## src/design/llx_pkg.sv

```systemverilog
// Shared types, constants and next-state function of the literal lexer.
package llx_pkg;

   localparam logic [7:0] CHAR_NL     = 8'h0A;
   localparam logic [7:0] CHAR_DOT    = 8'h2E;
   localparam logic [7:0] CHAR_E_LO   = 8'h65;
   localparam logic [7:0] CHAR_E_UP   = 8'h45;
   localparam logic [7:0] CHAR_PLUS   = 8'h2B;
   localparam logic [7:0] CHAR_MINUS  = 8'h2D;
   localparam logic [7:0] CHAR_QUOTE  = 8'h22;
   localparam logic [7:0] CHAR_APOS   = 8'h27;
   localparam logic [7:0] CHAR_BSLASH = 8'h5C;
   localparam logic [7:0] CHAR_ZERO   = 8'h30;
   localparam logic [7:0] CHAR_NINE   = 8'h39;
   localparam logic [7:0] CHAR_T      = 8'h74;
   localparam logic [7:0] CHAR_N      = 8'h6E;
   localparam logic [7:0] CHAR_R      = 8'h72;

   localparam logic [1:0] STATUS_ACCEPTED = 2'd0;
   localparam logic [1:0] STATUS_ERROR    = 2'd1;
   localparam logic [1:0] STATUS_ENDED    = 2'd2;

   localparam logic MODE_NUMBER = 1'b0;
   localparam logic MODE_STRING = 1'b1;

   // number lexer states
   localparam logic [2:0] NUM_BEGIN        = 3'd0;
   localparam logic [2:0] NUM_INTEGER      = 3'd1;
   localparam logic [2:0] NUM_BEGIN_DEC    = 3'd2;
   localparam logic [2:0] NUM_DECIMAL      = 3'd3;
   localparam logic [2:0] NUM_BEGIN_EXP    = 3'd4;
   localparam logic [2:0] NUM_BEGIN_SEXP   = 3'd5;
   localparam logic [2:0] NUM_DEC_WITH_EXP = 3'd6;

   // string lexer states
   localparam logic [2:0] STR_BEGIN       = 3'd0;
   localparam logic [2:0] STR_STRING      = 3'd1;
   localparam logic [2:0] STR_ESCAPE      = 3'd2;
   localparam logic [2:0] STR_BAD_ESC     = 3'd3;
   localparam logic [2:0] STR_END         = 3'd4;
   localparam logic [2:0] STR_BAD_ESC_END = 3'd5;

   localparam int QUEUE_DEPTH = 2;

   typedef struct packed {
      logic [7:0] char_in;
      logic [7:0] lookahead_char;
      logic       is_last;
   } req_type;

   typedef struct packed {
      logic [1:0]  status;
      logic [15:0] error_position;
      logic [15:0] token_length;
      logic [2:0]  final_state;
   } rsp_type;

   typedef struct packed {
      logic is_digit;
      logic is_e;
      logic is_dot;
      logic la_dot;
      logic is_sign;
      logic is_quote;
      logic is_bslash;
      logic is_nl;
      logic is_esc;
      logic is_last;
   } char_class_type;

   typedef struct packed {
      logic       valid;
      char_class_type cls;
   } queue_beat_type;

   typedef struct packed {
      logic       stop;
      logic       err;
      logic [2:0] nx;
   } step_type;

   // class of the newline appended at the end of a run (lookahead 0)
   localparam char_class_type NL_CLASS = '{
      is_digit: 1'b0, is_e: 1'b0, is_dot: 1'b0, la_dot: 1'b0, is_sign: 1'b0,
      is_quote: 1'b0, is_bslash: 1'b0, is_nl: 1'b1, is_esc: 1'b0, is_last: 1'b1};

   function automatic step_type lex_next(input logic mode, input logic [2:0] st,
                                         input char_class_type c);
      step_type r;
      r = '{stop: 1'b1, err: 1'b0, nx: st};
      if (mode == MODE_NUMBER) begin
         case (st)
            NUM_BEGIN: begin
               if (c.is_digit) r = '{1'b0, 1'b0, NUM_INTEGER};
               else r.err = 1'b1;
            end
            NUM_INTEGER: begin
               if (c.is_digit) r = '{1'b0, 1'b0, NUM_INTEGER};
               else if (c.is_dot) begin
                  if (!c.la_dot) r = '{1'b0, 1'b0, NUM_BEGIN_DEC};
               end else if (c.is_e) r = '{1'b0, 1'b0, NUM_BEGIN_EXP};
            end
            NUM_BEGIN_DEC: begin
               if (c.is_digit) r = '{1'b0, 1'b0, NUM_DECIMAL};
               else r.err = 1'b1;
            end
            NUM_DECIMAL: begin
               if (c.is_digit) r = '{1'b0, 1'b0, NUM_DECIMAL};
               else if (c.is_e) r = '{1'b0, 1'b0, NUM_BEGIN_EXP};
            end
            NUM_BEGIN_EXP: begin
               if (c.is_sign) r = '{1'b0, 1'b0, NUM_BEGIN_SEXP};
               else if (c.is_digit) r = '{1'b0, 1'b0, NUM_DEC_WITH_EXP};
               else r.err = 1'b1;
            end
            NUM_BEGIN_SEXP: begin
               if (c.is_digit) r = '{1'b0, 1'b0, NUM_DEC_WITH_EXP};
               else r.err = 1'b1;
            end
            NUM_DEC_WITH_EXP: begin
               if (c.is_digit) r = '{1'b0, 1'b0, NUM_DEC_WITH_EXP};
            end
            default: r.err = 1'b1;
         endcase
      end else begin
         case (st)
            STR_BEGIN: begin
               if (c.is_quote) r = '{1'b0, 1'b0, STR_STRING};
               else r.err = 1'b1;
            end
            STR_STRING: begin
               if (c.is_bslash) r = '{1'b0, 1'b0, STR_ESCAPE};
               else if (c.is_nl) r.err = 1'b1;
               else if (c.is_quote) r = '{1'b0, 1'b0, STR_END};
               else r = '{1'b0, 1'b0, STR_STRING};
            end
            STR_ESCAPE: begin
               if (c.is_esc) r = '{1'b0, 1'b0, STR_STRING};
               else r = '{1'b0, 1'b1, STR_BAD_ESC};
            end
            STR_BAD_ESC: begin
               if (c.is_nl) r.err = 1'b1;
               else if (c.is_quote) r = '{1'b0, 1'b0, STR_BAD_ESC_END};
               else r = '{1'b0, 1'b0, STR_BAD_ESC};
            end
            STR_END: r.stop = 1'b1;
            default: r.err = 1'b1;
         endcase
      end
      return r;
   endfunction

endpackage

```

## src/design/llx_front.sv

```systemverilog
// Front end: accepts request beats and classifies the characters.
module llx_front (
   input  logic                  req_valid,
   output logic                  req_stall,
   input  llx_pkg::req_type      req_data,
   input  logic                  q_full,
   output llx_pkg::queue_beat_type q_push
);
   import llx_pkg::*;

   char_class_type cls;

   always_comb begin
      cls.is_digit  = (req_data.char_in >= CHAR_ZERO) && (req_data.char_in <= CHAR_NINE);
      cls.is_e      = (req_data.char_in == CHAR_E_LO) || (req_data.char_in == CHAR_E_UP);
      cls.is_dot    = (req_data.char_in == CHAR_DOT);
      cls.la_dot    = (req_data.lookahead_char == CHAR_DOT);
      cls.is_sign   = (req_data.char_in == CHAR_PLUS) || (req_data.char_in == CHAR_MINUS);
      cls.is_quote  = (req_data.char_in == CHAR_QUOTE);
      cls.is_bslash = (req_data.char_in == CHAR_BSLASH);
      cls.is_nl     = (req_data.char_in == CHAR_NL);
      cls.is_esc    = (req_data.char_in == CHAR_ZERO)  || (req_data.char_in == CHAR_BSLASH) ||
                      (req_data.char_in == CHAR_T)     || (req_data.char_in == CHAR_N)      ||
                      (req_data.char_in == CHAR_R)     || (req_data.char_in == CHAR_QUOTE)  ||
                      (req_data.char_in == CHAR_APOS);
      cls.is_last   = req_data.is_last;
   end

   assign req_stall    = q_full;
   assign q_push.valid = req_valid && !q_full;
   assign q_push.cls   = cls;

endmodule

```

## src/design/llx_queue.sv

```systemverilog
// Short queue of classified beats between front end and lexer back end.
module llx_queue (
   input  logic                    clock,
   input  logic                    reset,
   input  llx_pkg::queue_beat_type q_push,
   output logic                    q_full,
   output llx_pkg::queue_beat_type q_head,
   input  logic                    q_pop
);
   import llx_pkg::*;

   localparam int PTR_W = (QUEUE_DEPTH > 1) ? $clog2(QUEUE_DEPTH) : 1;
   localparam int CNT_W = $clog2(QUEUE_DEPTH + 1);
   localparam logic [PTR_W-1:0] PTR_LAST = PTR_W'(QUEUE_DEPTH - 1);
   localparam logic [CNT_W-1:0] CNT_FULL = CNT_W'(QUEUE_DEPTH);

   char_class_type   entry_ff [QUEUE_DEPTH];
   logic [PTR_W-1:0] wr_ptr_ff, wr_ptr_in;
   logic [PTR_W-1:0] rd_ptr_ff, rd_ptr_in;
   logic [CNT_W-1:0] count_ff, count_in;
   logic             do_pop;

   assign q_full       = (count_ff == CNT_FULL);
   assign q_head.valid = (count_ff != '0);
   assign q_head.cls   = entry_ff[rd_ptr_ff];
   assign do_pop       = q_pop && q_head.valid;

   always_comb begin
      wr_ptr_in = wr_ptr_ff;
      rd_ptr_in = rd_ptr_ff;
      count_in  = count_ff;
      if (q_push.valid) begin
         wr_ptr_in = (wr_ptr_ff == PTR_LAST) ? '0 : wr_ptr_ff + 1'b1;
      end
      if (do_pop) begin
         rd_ptr_in = (rd_ptr_ff == PTR_LAST) ? '0 : rd_ptr_ff + 1'b1;
      end
      if (q_push.valid && !do_pop) begin
         count_in = count_ff + 1'b1;
      end else if (!q_push.valid && do_pop) begin
         count_in = count_ff - 1'b1;
      end
   end

   always_ff @(posedge clock) begin
      if (reset) begin
         wr_ptr_ff <= '0;
         rd_ptr_ff <= '0;
         count_ff  <= '0;
      end else begin
         wr_ptr_ff <= wr_ptr_in;
         rd_ptr_ff <= rd_ptr_in;
         count_ff  <= count_in;
      end
   end

   always_ff @(posedge clock) begin
      if (q_push.valid) begin
         entry_ff[wr_ptr_ff] <= q_push.cls;
      end
   end

endmodule

```

## src/design/llx_back.sv

```systemverilog
// Back end: lexer state machine, position tracking and result register.
module llx_back #(
   parameter int POSITION_BITS = 16
) (
   input  logic                    clock,
   input  logic                    reset,
   input  logic                    csr_write,
   input  logic                    csr_lexer_mode,
   input  llx_pkg::queue_beat_type q_head,
   output logic                    q_pop,
   output logic                    rsp_valid,
   input  logic                    rsp_stall,
   output llx_pkg::rsp_type        rsp_data
);
   import llx_pkg::*;

   localparam int EXT_W = (POSITION_BITS > 16) ? POSITION_BITS : 16;
   localparam logic [POSITION_BITS-1:0] POS_MAX = '1;

   logic                     mode_ff, mode_in;
   logic [2:0]               st_ff, st_in;
   logic                     es_ff, es_in;
   logic [POSITION_BITS-1:0] fei_ff, fei_in;
   logic [POSITION_BITS-1:0] idx_ff, idx_in;
   logic                     fin_ff, fin_in;
   logic                     rsp_valid_ff, rsp_valid_in;
   rsp_type                  rsp_data_ff, rsp_data_in;

   step_type                 s1, s2;
   logic                     es1, es2;
   logic [POSITION_BITS-1:0] fei1, fei2, idx1, idx2;
   logic [EXT_W-1:0]         ext_fei1, ext_fei2, ext_idx0, ext_idx1, ext_idx2;
   logic                     res_valid;
   rsp_type                  res;
   logic                     clear;

   assign q_pop = q_head.valid && (!rsp_valid_ff || !rsp_stall);

   always_comb begin
      s1   = lex_next(mode_ff, st_ff, q_head.cls);
      es1  = es_ff || s1.err;
      fei1 = (s1.err && !es_ff) ? idx_ff : fei_ff;
      idx1 = (idx_ff == POS_MAX) ? idx_ff : idx_ff + 1'b1;
      s2   = lex_next(mode_ff, s1.nx, NL_CLASS);
      es2  = es1 || s2.err;
      fei2 = (s2.err && !es1) ? idx1 : fei1;
      idx2 = (idx1 == POS_MAX) ? idx1 : idx1 + 1'b1;
      ext_fei1 = EXT_W'(fei1);
      ext_fei2 = EXT_W'(fei2);
      ext_idx0 = EXT_W'(idx_ff);
      ext_idx1 = EXT_W'(idx1);
      ext_idx2 = EXT_W'(idx2);
   end

   always_comb begin
      st_in     = st_ff;
      es_in     = es_ff;
      fei_in    = fei_ff;
      idx_in    = idx_ff;
      fin_in    = fin_ff;
      res_valid = 1'b0;
      res       = '0;
      clear     = 1'b0;
      if (q_pop) begin
         if (fin_ff) begin
            clear = q_head.cls.is_last;
         end else if (s1.stop) begin
            res_valid          = 1'b1;
            res.status         = es1 ? STATUS_ERROR : STATUS_ACCEPTED;
            res.error_position = es1 ? ext_fei1[15:0] : 16'd0;
            res.token_length   = ext_idx0[15:0];
            res.final_state    = st_ff;
            clear              = q_head.cls.is_last;
            fin_in             = 1'b1;
         end else if (!q_head.cls.is_last) begin
            st_in  = s1.nx;
            es_in  = es1;
            fei_in = fei1;
            idx_in = idx1;
         end else begin
            // run ends mid-token: lex an appended newline unless one was just seen
            res_valid = 1'b1;
            clear     = 1'b1;
            if (!q_head.cls.is_nl && s2.stop) begin
               res.status         = es2 ? STATUS_ERROR : STATUS_ACCEPTED;
               res.error_position = es2 ? ext_fei2[15:0] : 16'd0;
               res.token_length   = ext_idx1[15:0];
               res.final_state    = s1.nx;
            end else if (!q_head.cls.is_nl) begin
               res.status         = STATUS_ENDED;
               res.error_position = 16'd0;
               res.token_length   = ext_idx2[15:0];
               res.final_state    = s2.nx;
            end else begin
               res.status         = STATUS_ENDED;
               res.error_position = 16'd0;
               res.token_length   = ext_idx1[15:0];
               res.final_state    = s1.nx;
            end
         end
         if (clear) begin
            st_in  = NUM_BEGIN;
            es_in  = 1'b0;
            fei_in = '0;
            idx_in = '0;
            fin_in = 1'b0;
         end
      end
   end

   assign mode_in      = csr_write ? csr_lexer_mode : mode_ff;
   assign rsp_valid_in = q_pop ? res_valid : (rsp_valid_ff && rsp_stall);
   assign rsp_data_in  = (q_pop && res_valid) ? res : rsp_data_ff;

   always_ff @(posedge clock) begin
      if (reset) begin
         mode_ff      <= MODE_NUMBER;
         st_ff        <= NUM_BEGIN;
         es_ff        <= 1'b0;
         fei_ff       <= '0;
         idx_ff       <= '0;
         fin_ff       <= 1'b0;
         rsp_valid_ff <= 1'b0;
      end else begin
         mode_ff      <= mode_in;
         st_ff        <= st_in;
         es_ff        <= es_in;
         fei_ff       <= fei_in;
         idx_ff       <= idx_in;
         fin_ff       <= fin_in;
         rsp_valid_ff <= rsp_valid_in;
      end
   end

   always_ff @(posedge clock) begin
      rsp_data_ff <= rsp_data_in;
   end

   assign rsp_valid = rsp_valid_ff;
   assign rsp_data  = rsp_data_ff;

endmodule

```

## src/design/literal_lexer_fsm_unit.sv

```systemverilog
// Literal lexer: one character per beat, accepted at up to one beat per clock. A beat is
// classified on entry, waits in a two-entry queue and is stepped through the lexer state
// machine at one character per cycle unless a stalled result holds it; the last beat of
// a run may also step an appended newline. The character that ends the token is registered
// in the queue, and its result in an output register where it is held, so up to two
// more beats are still taken while a result is stalled. At most one result per token;
// characters after a result are dropped up to is_last. csr writes set the number or string
// mode and are taken at once.
module literal_lexer_fsm_unit #(
   parameter int POSITION_BITS = 16
) (
   input  logic             clock,
   input  logic             reset,
   input  logic             req_valid,
   output logic             req_stall,
   input  llx_pkg::req_type req_data,
   output logic             rsp_valid,
   input  logic             rsp_stall,
   output llx_pkg::rsp_type rsp_data,
   input  logic             csr_valid,
   output logic             csr_ready,
   input  logic             csr_lexer_mode
);
   import llx_pkg::*;

   queue_beat_type q_push;
   queue_beat_type q_head;
   logic           q_full;
   logic           q_pop;

   assign csr_ready = 1'b1;

   llx_front u_front (
      .req_valid (req_valid),
      .req_stall (req_stall),
      .req_data  (req_data),
      .q_full    (q_full),
      .q_push    (q_push)
   );

   llx_queue u_queue (
      .clock  (clock),
      .reset  (reset),
      .q_push (q_push),
      .q_full (q_full),
      .q_head (q_head),
      .q_pop  (q_pop)
   );

   llx_back #(
      .POSITION_BITS (POSITION_BITS)
   ) u_back (
      .clock          (clock),
      .reset          (reset),
      .csr_write      (csr_valid && csr_ready),
      .csr_lexer_mode (csr_lexer_mode),
      .q_head         (q_head),
      .q_pop          (q_pop),
      .rsp_valid      (rsp_valid),
      .rsp_stall      (rsp_stall),
      .rsp_data       (rsp_data)
   );

endmodule

```

## config.mk

```make
export PLATFORM = sky130hd
export DESIGN_NAME = literal_lexer_fsm_unit
export DESIGN_NICKNAME = d
export VERILOG_FILES = /design/src/design/llx_pkg.sv /design/src/design/llx_front.sv /design/src/design/llx_queue.sv /design/src/design/llx_back.sv /design/src/design/literal_lexer_fsm_unit.sv
export SDC_FILE = /design/constraint.sdc
export NUM_CORES = 1
export LEC_CHECK = 0
export BUFFER_PORTS_ARGS = -buffer_cell sky130_fd_sc_hd__clkbuf_2
export CAP_MARGIN = 10
export CORE_MARGIN = 1
export CORE_UTILIZATION = 40
export DETAILED_ROUTE_END_ITERATION = 6
export GPL_ROUTABILITY_DRIVEN = 0
export GPL_TIMING_DRIVEN = 1
export PLACE_DENSITY = 0.62
export SLEW_MARGIN = 20
export SYNTH_ARGS = -nofsm -noshare
export SYNTH_HDL_FRONTEND = slang
export SYNTH_SLANG_ARGS = --single-unit
```

## constraint.sdc

```tcl
create_clock -name clock -period 7.55 [get_ports clock]
set_input_delay 1.1325 -clock clock [delete_from_list [all_inputs] [get_ports clock]]
set_output_delay 1.1325 -clock clock [all_outputs]
set_load 0.02 [all_outputs]
```

=== After elaboration in Yosys (flattened, before gate mapping) ===
Memories as Yosys holds them, arrays and structs flattened. A register that Yosys moved wholly into a read port is not among the register bits.
Index checks and enable logic that the tools add are counted.

* Register bits after elaboration: 80
* Memory bits (writable): 20
* Bits of input ports: 23
* Output and inout port bits: 40
* Logic and storage cells: 176
* Memories: 1

{| class="wikitable"
|+ Memories
! name !! words !! width !! read ports !! clocked after Yosys merged registers in !! wr ports !! line !! RTL
|-
| u_queue.entry_ff || 2 || 10 || 1 || 1 || 1 || llx_queue.sv:17 || <nowiki>char_class_type entry_ff [QUEUE_DEPTH];</nowiki>
|}

* Add/sub/neg operators: 6
* Magnitude comparators: 2
* Equality and inequality tests: 31
* Mux-type cells: 84
* Bitwise operators: 1
* Reductions and logical operators: 37

{| class="wikitable"
|+ Operator list
! operator !! number
|-
| two-way mux 16 bit || 14
|-
| two-way mux 37 bit || 3
|-
| equality test 8 x 6 -> 1 bit, second input constant || 7
|-
| equality test 8 x 7 -> 1 bit, second input constant || 6
|-
| two-way mux 5 bit || 9
|-
| two-way mux 3 bit || 14
|-
| two-way mux 1 bit || 34
|-
| adder 16 x 1 -> 16 bit, second input constant || 2
|-
| equality test 16 bit, second input constant || 2
|-
| one-hot mux 3 bit (7 select lines) || 1
|-
| two-way mux 19 bit || 1
|-
| equality test 3 bit, second input constant || 5
|-
| one-hot mux 1 bit (5 select lines) || 3
|-
| equality test 3 x 2 -> 1 bit, second input constant || 4
|-
| one-hot mux 3 bit (4 select lines) || 1
|-
| logical AND 1 bit || 11
|-
| logical OR 1 bit || 11
|-
| equality test 8 x 4 -> 1 bit, second input constant || 1
|-
| >= comparator 8 x 6 -> 1 bit, second input constant || 1
|-
| <= comparator 8 x 6 -> 1 bit, second input constant || 1
|-
| zero test 1 bit || 8
|-
| equality test 3 x 1 -> 1 bit, second input constant || 2
|-
| != test 2 bit, second input constant || 3
|-
| OR reduction 3 bit || 2
|-
| other kinds (12) || 15
|}

=== Depth between registers and ports, before layout ===
* Word-level depth: 15
* Gate-level depth with buffers: 15
* Mapped depth without buffers: 12

=== By module ===
Synthesis repeated with hierarchy kept, for this count alone.

* Cells, all modules: 635
* Area total of the unflattened synthesis: 6054.6 sq um

{| class="wikitable"
|+ By module, submodules not included
! module !! instances !! cells each !! area an instance (sq um) !! sequential area each (sq um)
|-
| llx_back || 1 || 540 || 4868.4 || 1891.8
|-
| llx_queue || 1 || 53 || 929.6 || 700.7
|-
| llx_front || 1 || 40 || 245.2 || 0.0
|-
| literal_lexer_fsm_unit || 1 || 2 || 11.3 || 0.0
|}

=== Least setup slack after synthesis ===
No wires, ideal clock.

* Path type: flip-flop to flip-flop
* Start: register u_back.idx_ff[0] (netlist: u_back.ext_idx0[0])
* End: register u_back.rsp_data_ff (netlist bit u_back.rsp_data[15]) (data pin)
* Library setup time: 0.261 ns
* Arrival time: 3.129 ns
* Required time: 7.289 ns
* Path slack: 4.160 ns
* Cell stages (with the launch flop): 16
* Path buffers: 3
* Clock period less this slack: 3.390 ns
* Cells stage by stage: dfxtp_1 > ha_1 > buf_4 > and4_1 > clkbuf_1 > nand3_1 > nor2_1 > nand2_1 > nand2_1 > ha_1 > and2_1 > nand4_1 > buf_2 > nor3_1 > mux2_2 > a221o_1

* Longest elaborated chain between the ends: 8
* Elaborated cells on any way between the ends: 10
* Those cells by class: add/sub: 2; eq/ne: 2; mux: 6

{| class="wikitable"
|+ Ends and longest elaborated chain
! what !! line !! RTL
|-
| start, declared || llx_back.sv:24 || <nowiki>logic [POSITION_BITS-1:0] idx_ff, idx_in;</nowiki>
|-
| start signal, assigned || llx_back.sv:129 || <nowiki>idx_ff <= idx_in;</nowiki>
|-
| adder 16 x 1 -> 16 bit / equality test 16 bit (equally long branches) || llx_back.sv:43 || <nowiki>idx1 = (idx_ff == POS_MAX) ? idx_ff : idx_ff + 1'b1;</nowiki>
|-
| two-way mux 16 bit * || llx_back.sv:43 ||
|-
| adder 16 x 1 -> 16 bit / equality test 16 bit (equally long branches) || llx_back.sv:47 || <nowiki>idx2 = (idx1 == POS_MAX) ? idx1 : idx1 + 1'b1;</nowiki>
|-
| two-way mux 16 bit || llx_back.sv:47 ||
|-
| two-way mux 19 bit || llx_back.sv:89 || <nowiki>end else if (!q_head.cls.is_nl) begin</nowiki>
|-
| two-way mux 37 bit * || llx_back.sv:84 || <nowiki>if (!q_head.cls.is_nl && s2.stop) begin</nowiki>
|-
| two-way mux 37 bit * || llx_back.sv:75 || <nowiki>end else if (!q_head.cls.is_last) begin</nowiki>
|-
| two-way mux 37 bit * || llx_back.sv:67 || <nowiki>end else if (s1.stop) begin</nowiki>
|-
| end signal, assigned || llx_back.sv:136 || <nowiki>rsp_data_ff <= rsp_data_in;</nowiki>
|-
| end, declared || llx_back.sv:27 || <nowiki>rsp_type rsp_data_ff, rsp_data_in;</nowiki>
|}

Every way passes the cells marked *; elsewhere a longest branch is shown, timed or not.
A chain may end at the register's enable or synchronous reset.

=== Worst setup path after layout ===
Same ends and word-level chain as after synthesis.

==> summary.txt <==
Outcome
  – Status: complete, no violations

Worst setup path
  – CP max FO: 16
  – CP Class: reg -> reg
  – Worst path top cell family by delay: simple AND/OR/NAND/NOR gates
  – CP Data Required Time: 7660 ps
  – WP data arrival: 4330 ps
  – CP peak stage delay: 620 ps
  – Cell Chain, Critical Path: ha_1 -> and4_1 -> nand3_1 -> nor2_1 -> nand2_1 -> nand2_1 -> ha_1 -> and2_1 -> nand4_1 -> nor3_1 -> mux2_2 -> a221o_1
  – Critical path launch point type: flop
  – CP max stage cell: dfxtp_1
  – CP Buf/Inv Count: 0
  – Element type at the critical path end: flop

Yosys
  – Synth Cell Area: 6010 sq um
  – Register bit count reported by yosys: 101
  – Seq/Total Area, Yosys: 43.1%
  – EDFF count, synth: 57
  – Net Count, Synth: 663
  – Synth Area per Inst: 9.43 sq um
  – Ys flop type: edfxtp_1
  – YS warnings: 0
  – Syn Inst Count: 637
  – Unique masters post-synth: 82
  – Post-synth ARST share: 0%

Floorplan
  – Die Width: 125 microns
  – Die Y: 125 microns
  – CORE AREA: 14600 sq um
  – Std-Cell Rows: 44
  – Initial core utilization: 41.2%
  – I/O pins: 63
  – Die area: 15500 sq um

Job
  – Max Cap Viol: 0

Pwr
  – Total chip power: 2.08 mW
  – PwrDens: 314 nW/um^2
  – Worst vdd ir: 0.274 mV
  – Static leakage: 2.32 nW

CTS
  – Clock latency on the worst-skew pair: 350 ps
  – Reg clk slew, reported paths: 70 ps
  – CTS root buf: clkbuf_16
  – Clk buf depth: 2
  – Hold buffer count at CTS: 0
  – CTS tree: done
  – CTS Buf Count: 9
  – Clock sink count: 101
  – Postcts setup bufs: 0
  – Resized cells post-CTS: 0
  – # H-tree levels: 3

Timing
  – Final setup fails: 0
  – RSZ-0062 raised after global routing: no
  – Final Skew: 10.3 ps
  – F_max: 237 MHz
  – Slew HR: 29.6%
  – Setup TNS: 0 ps
  – Fin. Hold Viols: 0
  – Pins Over Slew Limit: 0
  – Worst slew pin tran: 1030 ps
  – Tcrit/Tclk final: 55.9%
  – Min Clock Period, post-route: 4220 ps

Placed design
  – Cells after DPL: 832
  – Port buffer count: 61
  – Post-DP HPWL: 11100 microns
  – Post-place instance area: 6300 sq um

GRT
  – Tot GR Track Use: 20.3%
  – Initial antenna violation count: 0
  – First-pass GRT wire length: 25100 microns
  – Number of global-route vias before repair: 4670
  – Largest net degree at the start of global routing: 31
  – Congestion Overflow GR: 0

Detailed routing
  – Drc violations: 0
  – Via density per instance: 6.12
  – Average wire per standard cell: 18.6 microns
  – Routed wire length: 15700 microns
  – Met1 wire length: 7220 microns
  – Top routing layer used: met4
  – Met3 routed WL: 1080 microns
  – DR vias: 5188
  – DRT antenna net count: 0
  – Pre-antenna DRT Iters: 6
  – Met2 wire length: 7240 microns
  – DRT iter0 DRCs: 483

Layout
  – Final instance area: 6630 sq um
  – Layout Cells excl Fill: 848
  – FILL cells: 1388
  – Nets: 685
  – Ant diodes: 0
  – Area grow syn2layout: 10.3%
  – Layout cells sized above 1: 16.7%

Worst hold path
  – Hold Path Class: reg -> reg
==> layout make-up <==
cell class,instances,area [sq um],share of cell area (%)
clock inverter,3,18.8,0.283
clock buffer,13,304,4.59
inverter,15,56.3,0.850
sequential,101,2590,39.1
multi-input combinational,468,3100,46.7
tap,184,230,3.47
timing repair buffer,64,328,4.95
==> state kept, by name, indices dropped and copies added, names as in the netlist, 2 cells and up, named ones only <==
name / flops
u_back.ext_idx0: 16
u_queue.count_ff: 2
u_back.fei_ff: 16
u_back.st_ff: 3
u_queue.entry_ff: 20
u_back.rsp_data: 37
==> kinds of logic (layout without fill, tap and decap cells) <==
kind of cell               count (synthesis)  after routing  share of synthesized area (%)
adders and majority gates                  3              3                          0.625
buffers and inverters                     68             95                           5.48
and+or+nand+nor                          240            240                           21.0
other                                      1              1                         0.0624
DFF                                      101            101                           43.1
AOI/OAI and AO/OA                        165            165                           20.1
xor gates and xnor gates                  23             23                           3.35
muxes                                     36             36                           6.31
==> layout by cell type (no fill, tap or decap), types with 4 or more instances in the layout <==
cell,n
nor2_1,40
dfxtp_1,44
nor4_1,8
a31oi_1,5
or3_1,11
nor4b_1,4
or2_2,5
edfxtp_1,57
o21ai_0,29
and3_1,10
a22oi_1,4
a21o_1,4
nand3_1,20
a211oi_1,6
a22o_1,16
nor3b_1,8
xnor2_1,16
inv_1,15
clkbuf_2,61
nand4_1,11
a21oi_1,31
o22ai_1,13
mux2_2,7
o211ai_1,9
clkbuf_16,12
nor2b_1,6
nor3_1,15
o21ai_1,4
mux2i_1,27
nand2_1,68
xor2_1,7
and2_1,5
nand2b_1,9
==> power breakdown <==
group / internal, mW / switching, mW / total, mW
sequential: 0.732 / 0.0787 / 0.810
clock: 0.284 / 0.202 / 0.486
combinational: 0.234 / 0.553 / 0.787
==> synthesized netlist by cell type, types with 11 or more instances <==
cell / n / area, sq um
edfxtp_1: 57 / 1710
clkbuf_1: 19 / 71.3
a21oi_1: 31 / 155
o22ai_1: 13 / 81.3
nand4_1: 11 / 68.8
a22o_1: 16 / 140
buf_2: 20 / 100
dfxtp_1: 44 / 881
xnor2_1: 16 / 140
or3_1: 11 / 68.8
nand3_1: 20 / 100
inv_1: 15 / 56.3
nand2_1: 68 / 255
nor2_1: 40 / 150
nor3_1: 15 / 75.1
o21ai_0: 29 / 145
mux2i_1: 27 / 270
==> layer usage <==
metal	global-route usage, %	vias up
met5	0	-
met4	5.10	0
met3	5.20	17
met2	31.6	222
met1	27.8	2522
li1	-	2427
==> worst register-to-register path: cells and delay by family, from the launching register on <==
kind	cells	cell delay [ps]
AOI/OAI and AO/OA	1	250
adders and majority gates	2	670
DFF	1	620
muxes	1	360
and+or+nand+nor	8	2080
==> through the flow <==
| step | hold slack, ps | util, % | worst slack (ps) |
|---|---|---|---|
| finish | 477 | 45.4 | 3330 |
| floorplan | 442 | - | 4160 |
| global route | 503 | 45.4 | 3000 |
| global placement | 456 | 43.2 | 3550 |
| detailed placement | 460 | 43.2 | 3370 |
| CTS | 477 | 45.4 | 3360 |
==> worst paths after layout <==
path,startpoint,to,slack (ps),depth (start not counted)
worst max-delay path,u_back.ext_idx0[0],u_back.rsp_data[15],3330,12
worst min-delay path,u_back.fei_ff[3],u_back.fei_ff[3],480,1
worst max register to register,u_back.ext_idx0[0],u_back.rsp_data[15],3330,12
worst min register to register,u_back.fei_ff[3],u_back.fei_ff[3],480,1
Note: power is estimated with default switching activity, not from simulation.
